`config.mk`:
```
export PLATFORM = sky130hd
export DESIGN_NAME = lru_page_replacement_top
export DESIGN_NICKNAME = d
export VERILOG_FILES = /design/src/sv/lru_pkg.sv /design/src/sv/lru_ram.sv /design/src/sv/lru_page_replacement_top.sv
export SDC_FILE = /design/constraint.sdc
export NUM_CORES = 1
export LEC_CHECK = 0
export BUFFER_PORTS_ARGS = -buffer_cell sky130_fd_sc_hd__buf_2
export CORE_MARGIN = 3
export CORE_UTILIZATION = 43
export DETAILED_ROUTE_END_ITERATION = 10
export SETUP_SLACK_MARGIN = 0.1
export SLEW_MARGIN = 10
export SYNTH_ARGS = -nofsm -noshare
export SYNTH_HDL_FRONTEND = slang
export SYNTH_SLANG_ARGS = --single-unit
```
`constraint.sdc`:
```
create_clock -name i_clk -period 5.13 [get_ports i_clk]
set_clock_uncertainty 0.15 [all_clocks]
set_input_delay 0.513 -clock i_clk [delete_from_list [all_inputs] [get_ports i_clk]]
set_output_delay 0.513 -clock i_clk [all_outputs]
set_load 0.01 [all_outputs]
```
`src/sv/lru_pkg.sv`:
```
package lru_pkg;

    // configuration register and fixed result field widths
    localparam int CFG_W        = 5;
    localparam int FRAME_OUT_W  = 4;
    localparam int EVPAGE_W     = 8;
    localparam int FAULT_W      = 16;

    localparam logic [CFG_W-1:0]   CFG_RESET = CFG_W'(4);
    localparam logic [FAULT_W-1:0] FAULT_MAX = '1;

endpackage

```
`src/sv/lru_ram.sv`:
```
module lru_ram #(
    parameter int WIDTH = 12,
    parameter int DEPTH = 16
) (
    input  logic                     i_clk,
    input  logic                     i_we,
    input  logic [$clog2(DEPTH)-1:0] i_waddr,
    input  logic [WIDTH-1:0]         i_wdata,
    input  logic [$clog2(DEPTH)-1:0] i_raddr,
    output logic [WIDTH-1:0]         o_rdata
);

    logic [WIDTH-1:0] r_mem [DEPTH];

    always_ff @(posedge i_clk) begin
        if (i_we) begin
            r_mem[i_waddr] <= i_wdata;
        end
        o_rdata <= r_mem[i_raddr];
    end

endmodule

```
`src/sv/lru_page_replacement_top.sv`:
```
// lru page replacement, one request per page reference, one result strobe per request
// scan to a match or the last active frame, then rank sweep from frame 0 to the last filled frame
// a new request is taken only while idle; busy stays high until the strobe
// both sweeps go through the single read port of the frame ram, one frame per cycle
// reset: synchronous, active low; clears valid bits, fill count, fault count, frame count 4
// the result is shown for one cycle only, the receiver cannot stall it
module lru_page_replacement_top
    import lru_pkg::*;
#(
    parameter int MAX_FRAMES = 16,
    parameter int PAGE_BITS  = 8
) (
    input  logic                   i_clk,
    input  logic                   i_rst_n,
    // configuration: frames in use
    input  logic                   i_cfg_we,
    input  logic [CFG_W-1:0]       i_cfg_wdata,
    // request
    input  logic                   start,
    output logic                   busy,
    input  logic [PAGE_BITS-1:0]   i_page,
    // result
    output logic                   o_done,
    output logic                   o_hit,
    output logic [FRAME_OUT_W-1:0] o_frame_index,
    output logic                   o_evicted_valid,
    output logic [EVPAGE_W-1:0]    o_evicted_page,
    output logic [FAULT_W-1:0]     o_fault_count
);

    localparam int IDX_W  = $clog2(MAX_FRAMES);
    localparam int RANK_W = $clog2(MAX_FRAMES);
    localparam int CNT_W  = $clog2(MAX_FRAMES + 1);
    localparam int WORD_W = PAGE_BITS + RANK_W;

    typedef enum logic [1:0] {
        S_IDLE,
        S_SCAN,
        S_UPDATE
    } t_state;

    t_state               r_state;
    logic [CFG_W-1:0]     r_cfg;
    logic [PAGE_BITS-1:0] r_page;
    logic [CNT_W-1:0]     r_n;
    logic [IDX_W-1:0]     r_addr;      // ram read address, one frame per cycle
    logic                 r_rd_ok;     // ram output holds frame r_didx
    logic [IDX_W-1:0]     r_didx;
    // running lru candidate of the scan
    logic                 r_have_best;
    logic [IDX_W-1:0]     r_best;
    logic [RANK_W-1:0]    r_best_rank;
    logic [PAGE_BITS-1:0] r_best_page;
    // decision of the scan, used by the rank sweep
    logic [IDX_W-1:0]     r_frame;
    logic [RANK_W-1:0]    r_old_rank;
    logic                 r_fill;
    logic                 r_hit;
    logic                 r_evict;
    logic [PAGE_BITS-1:0] r_ev_page;
    logic [IDX_W-1:0]     r_last;
    // frame bookkeeping
    logic [MAX_FRAMES-1:0] r_valid;
    logic [CNT_W-1:0]      r_filled;
    logic [FAULT_W-1:0]    r_faults;

    // ram word = {page, recency rank}
    logic [WORD_W-1:0]    ram_rdata;
    logic [WORD_W-1:0]    ram_wdata;
    logic                 ram_we;
    logic [PAGE_BITS-1:0] rd_page;
    logic [RANK_W-1:0]    rd_rank;

    logic [CNT_W-1:0]     act_n;
    logic                 is_match;
    logic                 is_last;
    logic                 take_new;
    logic [IDX_W-1:0]     cand_idx;
    logic [RANK_W-1:0]    cand_rank;
    logic [PAGE_BITS-1:0] cand_page;
    logic [IDX_W-1:0]     fill_idx;
    logic [IDX_W-1:0]     top_filled;

    assign busy    = (r_state != S_IDLE);
    assign rd_page = ram_rdata[RANK_W +: PAGE_BITS];
    assign rd_rank = ram_rdata[RANK_W-1:0];

    // frame count: zero acts as one, oversize clamps to the built count
    always_comb begin
        if (r_cfg == '0) begin
            act_n = CNT_W'(1);
        end else if (32'(r_cfg) > 32'(MAX_FRAMES)) begin
            act_n = CNT_W'(MAX_FRAMES);
        end else begin
            act_n = CNT_W'(r_cfg);
        end
    end

    // scan compare: one frame per cycle against the requested page
    assign is_match = r_valid[r_didx] && (rd_page == r_page);
    assign is_last  = (CNT_W'(r_didx) == (r_n - CNT_W'(1)));
    // strictly larger rank replaces, so ties keep the lowest index
    assign take_new = !r_have_best || (rd_rank > r_best_rank);

    always_comb begin
        if (take_new) begin
            cand_idx  = r_didx;
            cand_rank = rd_rank;
            cand_page = rd_page;
        end else begin
            cand_idx  = r_best;
            cand_rank = r_best_rank;
            cand_page = r_best_page;
        end
    end

    // filled frames are always the prefix 0..filled-1
    assign fill_idx   = IDX_W'(r_filled);
    assign top_filled = IDX_W'(r_filled - CNT_W'(1));

    // rank sweep: read-modify-write, target frame becomes most recent
    always_comb begin
        ram_we    = 1'b0;
        ram_wdata = {rd_page, rd_rank + RANK_W'(1)};
        if (r_state == S_UPDATE && r_rd_ok) begin
            if (r_didx == r_frame) begin
                ram_we    = 1'b1;
                ram_wdata = {r_page, RANK_W'(0)};
            end else if (r_valid[r_didx] && (r_fill || rd_rank < r_old_rank)) begin
                ram_we = 1'b1;
            end
        end
    end

    lru_ram #(
        .WIDTH (WORD_W),
        .DEPTH (MAX_FRAMES)
    ) u_ram (
        .i_clk   (i_clk),
        .i_we    (ram_we),
        .i_waddr (r_didx),
        .i_wdata (ram_wdata),
        .i_raddr (r_addr),
        .o_rdata (ram_rdata)
    );

    always_ff @(posedge i_clk) begin
        if (!i_rst_n) begin
            r_state       <= S_IDLE;
            r_cfg         <= CFG_RESET;
            r_valid       <= '0;
            r_filled      <= '0;
            r_faults      <= '0;
            r_rd_ok       <= 1'b0;
            r_have_best   <= 1'b0;
            o_done        <= 1'b0;
            o_fault_count <= '0;
        end else begin
            o_done <= 1'b0;
            if (i_cfg_we) begin
                r_cfg <= i_cfg_wdata;
            end
            unique case (r_state)
                S_IDLE: begin
                    if (start) begin
                        r_page      <= i_page;
                        r_n         <= act_n;
                        r_addr      <= '0;
                        r_rd_ok     <= 1'b0;
                        r_have_best <= 1'b0;
                        r_hit       <= 1'b0;
                        r_evict     <= 1'b0;
                        r_fill      <= 1'b0;
                        r_ev_page   <= '0;
                        r_state     <= S_SCAN;
                    end
                end
                S_SCAN: begin
                    r_addr  <= r_addr + IDX_W'(1);
                    r_didx  <= r_addr;
                    r_rd_ok <= 1'b1;
                    if (r_rd_ok) begin
                        r_have_best <= 1'b1;
                        r_best      <= cand_idx;
                        r_best_rank <= cand_rank;
                        r_best_page <= cand_page;
                        if (is_match || is_last) begin
                            // leave the scan and start the rank sweep at frame 0
                            r_addr  <= '0;
                            r_rd_ok <= 1'b0;
                            r_state <= S_UPDATE;
                        end
                        if (is_match) begin
                            r_hit      <= 1'b1;
                            r_frame    <= r_didx;
                            r_old_rank <= rd_rank;
                            r_last     <= top_filled;
                        end else if (is_last) begin
                            // page fault
                            if (r_faults != FAULT_MAX) begin
                                r_faults <= r_faults + FAULT_W'(1);
                            end
                            if (r_filled < r_n) begin
                                // empty frame left: fill it, every valid frame ages
                                r_fill            <= 1'b1;
                                r_frame           <= fill_idx;
                                r_last            <= fill_idx;
                                r_valid[fill_idx] <= 1'b1;
                                r_filled          <= r_filled + CNT_W'(1);
                            end else begin
                                // all active frames full: replace the oldest one
                                r_evict    <= 1'b1;
                                r_frame    <= cand_idx;
                                r_old_rank <= cand_rank;
                                r_ev_page  <= cand_page;
                                r_last     <= top_filled;
                            end
                        end
                    end
                end
                S_UPDATE: begin
                    r_addr  <= r_addr + IDX_W'(1);
                    r_didx  <= r_addr;
                    r_rd_ok <= 1'b1;
                    if (r_rd_ok && r_didx == r_last) begin
                        r_rd_ok         <= 1'b0;
                        r_state         <= S_IDLE;
                        o_done          <= 1'b1;
                        o_hit           <= r_hit;
                        o_frame_index   <= FRAME_OUT_W'(32'(r_frame));
                        o_evicted_valid <= r_evict;
                        o_evicted_page  <= EVPAGE_W'(32'(r_ev_page));
                        o_fault_count   <= r_faults;
                    end
                end
                default: begin
                    r_state <= S_IDLE;
                end
            endcase
        end
    end

endmodule

```
[Word-level counts from Yosys, hierarchy flattened]
Memory sizes are Yosys's and may differ from the RTL's. A register that Yosys moved wholly into a read port is not among the register bits.
Index checks and enable logic that the tools add are counted.
Storage, ports and cells
  memories kept: 1
  logic and storage cells: 155
  memory bits (writable): 192
  output and inout port bits: 32
  bits of input ports: 17
  flip-flop bits (word level): 137
Operators by class
  mux-type cells: 60
  add/sub/neg operators: 6
  eq/ne operators: 17
  reductions and logical operators: 34
  $lt $le $gt $ge: 7
  bitwise logic cells: 2
Memory list
  u_ram.r_mem: words 16, bits a word 12, read ports 1, clocked after memory_dff 1, write ports 1, RTL line lru_ram.sv:13  | logic [WIDTH-1:0] r_mem [DEPTH];
Operators with widths (count)
  2-to-1 mux 4 bit: 14
  2-to-1 mux 8 bit: 6
  2-to-1 mux 12 bit: 2
  2-to-1 mux 1 bit: 23
  AND reduction 5 bit: 4
  != test 2 bit (second input constant): 9
  adder 16 x 1 -> 16 bit (second input constant): 1
  != test 16 bit (second input constant): 1
  OR 16 bit: 1
  case mux 8 bit (2 select lines): 1
  AND reduction 3 bit: 5
  AND reduction 7 bit: 2
  case mux 4 bit (3 select lines): 1
  < comparator 4 x 5 -> 1 bit (second input constant): 2
  adder 4 x 1 -> 4 bit (second input constant): 2
  == test 4 bit: 2
  == test 8 bit: 1
  2-to-1 mux 2 bit: 4
  case mux 1 bit (2 select lines): 4
  AND reduction 2 bit: 4
  AND reduction 4 bit: 2
  case mux 2 bit (3 select lines): 1
  nonzero test 2 bit: 3
  adder 5 x 1 -> 5 bit (second input constant): 1
  23 further kinds: 30

[Depth between registers and ports, before layout]
Gate-level depths: netlist of the first run.
  depth in word-level cells: 8
  gate-level depth with buffers: 10
  gate-level depth less buffers: 8

[Modules after synthesis]
Synthesis of the first run repeated with hierarchy kept, for this count alone.
Unflattened totals
  cell total of the unflattened synthesis: 924
  area, all modules: 14259.9 um^2
Modules (own cells, without submodules)
  lru_ram: seq. area each 6005.8 um^2, instances 1, area each 7599.8 um^2, cells each 329
  lru_page_replacement_top: seq. area each 3483.3 um^2, instances 1, area each 6660.1 um^2, cells each 595

[Least setup slack after synthesis of the first run]
OpenSTA, ideal clock, no wires.
  kind: register -> register
  from: reg r_didx[1]
  to: mem u_ram.r_mem[14][0] (enable)
  path slack: 1.107 ns
  cell stages (with the launch flop): 6
  arrival: 3.424 ns
  data required time: 4.531 ns
  clock period less this slack: 4.023 ns
  setup time: 0.449 ns
  cells stage by stage: edfxtp_1 -> clkbuf_1 -> clkbuf_1 -> xnor2_1 -> nand4_1 -> a2111oi_0
On the way
  cells in the longest elaborated chain, start to end: 8
  elaborated cells on any way between the ends: 9
RTL lines
  from (decl): RTL line lru_page_replacement_top.sv:48  | logic [IDX_W-1:0] r_didx;
  from (signal assigned): RTL line lru_page_replacement_top.sv:180  | r_didx <= r_addr;
  from (signal assigned): RTL line lru_page_replacement_top.sv:223  | r_didx <= r_addr;
  binary-select mux 1 bit (select 4 bit): RTL line lru_page_replacement_top.sv:129  | end else if (r_valid[r_didx] && (r_fill || rd_rank < r_old_rank)) begin
  2-to-1 mux 1 bit (implied by the code): RTL line lru_page_replacement_top.sv:129
  logical AND 1 bit: RTL line lru_page_replacement_top.sv:129
  2-to-1 mux 1 bit: RTL line lru_page_replacement_top.sv:129
  2-to-1 mux 1 bit: RTL line lru_page_replacement_top.sv:126  | if (r_didx == r_frame) begin
  2-to-1 mux 1 bit: RTL line lru_page_replacement_top.sv:125  | if (r_state == S_UPDATE && r_rd_ok) begin
  2-to-1 mux 1 bit: RTL line lru_ram.sv:16  | if (i_we) begin
  2-to-1 mux 1 bit (implied by the code): RTL line lru_ram.sv:17  | r_mem[i_waddr] <= i_wdata;
  to (decl): RTL line lru_ram.sv:13
Parallel ways exist; a longest one is shown, timed or not. The select of a mux whose other input is x is not followed.

[Worst setup path after layout of the first run]
  from: reg r_didx[2]
  to: mem u_ram.r_mem[13][3] (enable)
Same word-level chain as after synthesis.

==> impl_metrics.json, run 1 <==
{
  "slew_headroom": 0.2131,
  "reg2reg_depth": 6,
  "leakage_nw": 5.467,
  "vias_per_cell": 5.408,
  "final.setup.tns_ns": 0,
  "track_usage": 0.1701,
  "synthXorXnorAreaFrac": 0.01986,
  "fin_cells": 1425,
  "synth_top_family_by_area": "multiplexers",
  "dp.cells": 1352,
  "synth_compound_area_frac": 0.05072,
  "crit_buf_inv": 1,
  "max_cap_violations": 0,
  "clk_pin_slew_ns": 0.06,
  "fin_crit_sh": 0.7167,
  "num_io_pins": 49,
  "firstDrtPassIters": 5,
  "ys_seq_elements": 341,
  "layout_min_cycle_time_ns": 3.677,
  "p_per_area_mw_per_mm2": 411.5,
  "gp_congestion": 0.7832,
  "ys_async_sr_fraction": 0,
  "yosysTopAreaCell": "edfxtp_1",
  "path_class": "reg -> reg",
  "cpMaxStageDelayCell": "a2111oi_2",
  "hold_path.class": "in -> reg",
  "ys_warn_count": 0,
  "start_util": 0.4415,
  "syn2layout_area_growth_pct": 14.37,
  "cp_top_family": "compound AO/OA/AOI/OAI gates",
  "drt_iter0_markers": 701,
  "synth_top_area_frac": 0.5661,
  "synth_area_leaders": "edfxtp_1 57%, dfxtp_1 11%, mux4_2 10%",
  "overflow": 0,
  "endpoint_kind": "flip-flop",
  "cpPeakStageDelay_ns": 1.13,
  "wl_per_cell_um": 20.72,
  "hold_viol_final": 0,
  "total_power_mw": 6.640,
  "fp.dieH_um": 187.1,
  "totalWireLength_um": 29530,
  "drc": 0,
  "peakVddDrop_mv": 0.2919,
  "muxShareOfSynthArea": 0.1419,
  "cts_tree": "yes",
  "rsz0062_at_grt": "false",
  "crit_path_cell_trace": "nor2b_1, a22oi_4, a21oi_1, o21ai_1, a2111oi_2, buf_4",
  "critical_path_peak_fanout": 16,
  "root_buffer": "clkbuf_16",
  "setup_viol": 0,
  "fin_nets": 1005,
  "dieArea_sq_mm": 0.03502,
  "synth_edf_count": 266,
  "seq_area_frac_synth": 0.6725,
  "worst_setup_path_start_kind": "flip-flop",
  "synth_top_flop_cell": "edfxtp_1",
  "synth-simple-area-share": 0.07112,
  "die_w_um": 187.1,
  "synth_cells": 889,
  "cts_sinks": 341,
  "slew_viol_final": 0,
  "nFillCells": 2678,
  "grt_max_degree": 52,
  "synth_nets": 932,
  "htree_levels": 2,
  "std_cell_rows": 65,
  "status": "complete, no violations",
  "ys_types": 54,
  "port_buffers": 48,
  "diodes": 0,
  "cp.depth": 6,
  "ant_nets": 0,
  "worst_skew_pair.late_latency_ns": 0.52,
  "hpwlAfterDp_um": 19090,
  "cts_inserted_buffers": 37,
  "worstMarginPinSlew_ns": 1.179,
  "avgSynthCellArea_sq_um": 15.87,
  "synthAdderAreaFrac": 0.02306,
  "clockBufferDepth": 3,
  "syn_area_sq_mm": 0.01411,
  "antenna_found_initial": 0,
  "vias": 7707,
  "grt_pass1_vias": 7831,
  "arrival_ns": 3.74,
  "core_area_sq_mm": 0.03196,
  "whs_ns": 0.02714,
  "min_path_cells": 1,
  "seq_area_sq_mm": 0.009489,
  "multi_input_area_sq_mm": 0.004358,
  "drive_gt1_frac": 0.2273,
  "grt_pass1_wl_um": 46580,
  "fmax_ghz": 0.2720,
  "required_ns": 5.19
}
## synth_stat cells (all sizes together), types with 7 or more instances
library cell  count
a32o             12
edfxtp          266
nand3            16
a21oi            30
nor3             13
mux4             64
nand2b            8
and2             24
or3              13
mux2i            29
mux2             24
dfxtp            75
ha               26
xnor2            24
inv              28
buf              12
o21ai            23
nor2             53
nand2            39
clkbuf           33
xor2              8
nor2b             7
## sequential cells by signal (all words and copies together), names as in the netlist, 5 cells and up
register        count
o_evicted_page      8
o_fault_count      16
r_best_page         8
r_cfg               5
r_ev_page           8
r_faults           16
r_filled            5
r_n                 5
r_page              8
r_valid            16
u_ram.o_rdata      12
u_ram.r_mem       192
## worst paths after layout
kind / start / end / slack, ns
worst min-delay path: i_page[6] / r_page[6]$_DFFE_PP_ / 0.03
worst max register to register: r_didx[2]$_DFFE_PP_ / u_ram.r_mem[13][3]$_DFFE_PP_ / 1.45
worst min register to register: r_ev_page[7]$_SDFFCE_PN0P_ / o_evicted_page[7]$_DFFE_PP_ / 0.27
worst max-delay path: r_didx[2]$_DFFE_PP_ / u_ram.r_mem[13][3]$_DFFE_PP_ / 1.45
## final cells by class
cell class,instances,area share
flip-flops and latches,341,0.5880
multi-input cells,475,0.2701
clock buffers,51,0.06443
well taps,435,0.03373
repair buffers,79,0.03024
clock inverters,16,0.006978
inverters,28,0.006513
## layer usage
layer  wire, um  GRT usage  up-vias
met3       1579    0.03205       46
met5          0          0        -
met1      13460     0.2418     3884
met2      13860     0.2687      208
li1           -          -     3569
met4        631    0.05031        0
## placed cells by master (no fill, tap or decap), types with 8 or more instances in the layout
master / n
buf_2: 48
clkbuf_16: 38
or3_1: 13
and2_1: 24
xnor2_1: 24
nor2_1: 52
o21ai_0: 22
nand3_1: 16
buf_4: 25
nor3_1: 12
xor2_1: 8
edfxtp_1: 266
inv_1: 28
mux4_2: 64
dfxtp_1: 75
a32o_1: 12
mux2i_1: 29
nand2_1: 39
mux2_2: 24
ha_1: 26
a21oi_1: 30
clkbuf_1: 9
nand2b_1: 8
## timing repair
item	in CTS	in global routing
hold buffers	5	1
setup endpoints to repair	0	0
hold endpoints to repair	5	1
resized for setup	0	0
buffers inserted	0	0
## worst reg2reg max path, delay by kind of cell, from the launching register on
family	cells	cell delay [ns]
AOI/OAI and AO/OA	4	1.78
DFF	1	0.68
and+or+nand+nor	1	0.44
buffers and inverters	1	0.32
## metrics by stage
stage / util / setup WS, ns / instance area [sq um]
after floorplan: - / 1.107 / 14110
after global routing: 0.5049 / 1.182 / 16140
after CTS: 0.5046 / 1.406 / 16130
after global placement: 0.4669 / 1.581 / 14920
final: 0.5049 / 1.453 / 16140
after detailed placement: 0.4669 / 1.446 / 14920
## cell families after synthesis
logic type / after synthesis
muxes: 117
and+or+nand+nor: 199
adders and majority gates: 26
DFF: 341
xor gates and xnor gates: 32
buffers and inverters: 73
AOI/OAI and AO/OA: 101
## where the power goes
group          total (mW)  internal (mW)  switching [mW]
Sequential           3.36           3.26           0.102
Clock                2.51           1.47            1.04
Combinational       0.766          0.300           0.466
Total                6.64           5.03            1.61
Note: power is estimated with default switching activity, not from simulation.
==> run 2, diff against run 1 <==
==> constraint.sdc (replaced) <==
create_clock -name i_clk -period 3.69 [get_ports i_clk]
set_clock_uncertainty 0.15 [all_clocks]
set_input_delay 0.369 -clock i_clk [delete_from_list [all_inputs] [get_ports i_clk]]
set_output_delay 0.369 -clock i_clk [all_outputs]
set_load 0.01 [all_outputs]
==> run 2 against run 1 <==
  * Via count is 2.3% higher
  * Global-route usage is 0.22 points higher
  * Fmax is 20% higher
  * Sequential share of layout area is 1.1 points lower
  * Core utilization is 0.99 points higher
  * Die area stayed put
  * Wire length is 2.4% higher
  * Design area is 2.0% higher
  * Combinational power is 40% higher
  * Sequential cell count stayed put
  * Critical endpoint is now u_ram.r_mem[13][0]$_DFFE_PP_
  * Highest routed layer unchanged
==> impl_metrics.json, run 2 (same netlist as run 1, synthesis figures left out) <==
{
  "grt_pass1_wl_um": 47070,
  "hpwlAfterDp_um": 19060,
  "met1_length_um": 13870,
  "setup_viol": 0,
  "hold_viol_final": 0,
  "cpMaxStageDelayCell": "edfxtp_1",
  "num_io_pins": 49,
  "met3_wirelength_um": 1620,
  "root_buffer": "clkbuf_16",
  "grt_pass1_vias": 7828,
  "path_class": "reg -> reg",
  "cts_inserted_buffers": 37,
  "syn2layout_area_growth_pct": 16.62,
  "cts_sinks": 341,
  "vias": 7885,
  "fp.dieH_um": 187.1,
  "gp_congestion": 0.7845,
  "drc": 0,
  "leakage_nw": 5.630,
  "totalWireLength_um": 30230,
  "arrival_ns": 3.13,
  "endpoint_kind": "flip-flop",
  "start_util": 0.4415,
  "die_w_um": 187.1,
  "worst_skew_pair.late_latency_ns": 0.53,
  "firstDrtPassIters": 6,
  "final_cell_mix": "266 x edfxtp_1, 75 x dfxtp_1, 64 x mux4_2",
  "post_cts_buffers": 0,
  "slew_viol_final": 0,
  "overflow": 0,
  "fin_crit_sh": 0.8336,
  "critical_path_peak_fanout": 16,
  "nFillCells": 2632,
  "slew_headroom": 0.2366,
  "crit_path_cell_trace": "nor2b_1, a22oi_4, a21oi_1, o21ai_1, a2111oi_2, buf_4",
  "wl_per_cell_um": 20.87,
  "clockBufferDepth": 3,
  "top_layer": "met4",
  "peakVddDrop_mv": 0.3634,
  "worstMarginPinSlew_ns": 1.137,
  "cts_tree": "yes",
  "place_ws_ns": 0.6285,
  "required_ns": 3.74,
  "clk_pin_slew_ns": 0.06,
  "cpPeakStageDelay_ns": 0.64,
  "status": "complete, no violations",
  "std_cell_rows": 65,
  "p_per_area_mw_per_mm2": 578.1,
  "final_common_cell": "edfxtp_1",
  "track_usage": 0.1723,
  "total_power_mw": 9.513,
  "r2r_slack_ns": 0.61,
  "largest_register_ffs": 192,
  "vias_per_cell": 5.442,
  "htree_levels": 2,
  "layout_min_cycle_time_ns": 3.076,
  "fin_ws_ns": 0.6139,
  "diodes": 0,
  "worst_setup_path_start_kind": "flip-flop",
  "ctsResizeCount": 0,
  "final.setup.tns_ns": 0,
  "ant_nets": 0,
  "max_cap_violations": 0,
  "port_buffers": 48,
  "fmax_ghz": 0.3251,
  "fin_nets": 1028,
  "antenna_found_initial": 0,
  "hold_path.class": "in -> reg",
  "dieArea_sq_mm": 0.03502,
  "top_register": "u_ram.r_mem",
  "core_area_sq_mm": 0.03196,
  "drt_iter0_markers": 716,
  "grt_max_degree": 51,
  "wl_met2_um": 14260,
  "rsz0062_at_grt": "false",
  "drive_gt1_frac": 0.2416
}
## run 2: cell count changes in the layout (fill, tap and decap cells not counted), sizes merged
cell,before,now
buf,73,89
clkinvlp,0,2
clkbuf,51,47
dlygate4sd3,6,13
bufinv,1,5
clkinv,14,12
inv,29,30
## run 2: path summary, 6_finish.rpt
path | start | endpoint | cells after the start
setup / recovery | r_didx[3]$_DFFE_PP_ | u_ram.r_mem[13][0]$_DFFE_PP_ | 6
hold / removal | i_cfg_we | r_cfg[2]$_SDFFE_PN1P_ | 3
setup reg to reg | r_didx[3]$_DFFE_PP_ | u_ram.r_mem[13][0]$_DFFE_PP_ | 6
hold reg to reg | r_hit$_DFFE_PP_ | o_hit$_DFFE_PP_ | 0
## run 2: layout make-up
class	instances	area (sq um)	area share
flip-flops and latches	341	9489	0.5767
multi-input cells	475	4358	0.2648
clock buffers	47	994.7	0.06045
repair buffers	102	703.2	0.04273
well taps	435	544.3	0.03308
clock inverters	21	260.3	0.01582
inverters	28	105.1	0.006387
## run 2: power breakdown
group	total, mW	leakage, nW	internal, mW	switching (mW)
combinational	1.07	2.00	0.434	0.633
sequential	4.67	3.02	4.53	0.138
clock	3.78	0.611	2.28	1.50
## run 2: worst max-delay path, delay by kind of cell (launching register included)
kind            cells  cell delay [ns]
simple gates        1             0.47
flops               1             0.64
compound gates      4             1.18
buf+inv             1             0.31
## run 2: through the flow
stage / std cells / util / hold WS, ns / cell area [sq um]
2_1_floorplan: 889 / - / 0.2503 / 14110
3_3_place_gp: 1368 / 0.4715 / 0.2527 / 15070
5_1_grt: 1449 / 0.5148 / 0.05977 / 16450
4_1_cts: 1449 / 0.5148 / 0.03153 / 16450
6_report: 1449 / 0.5148 / 0.04273 / 16450
3_5_place_dp: 1368 / 0.4715 / 0.2570 / 15070
## run 2: timing repair
item	4_1_cts	5_1_grt
hold buffers	13	0
endpoints found under the hold margin	13	0
endpoints found under the setup margin	0	0
## run 2: per-layer routing
metal,track usage,vias up
li1,-,3617
met2,0.2786,209
met1,0.2497,4018
met4,0.03809,0
met3,0.02530,41
met5,0,-
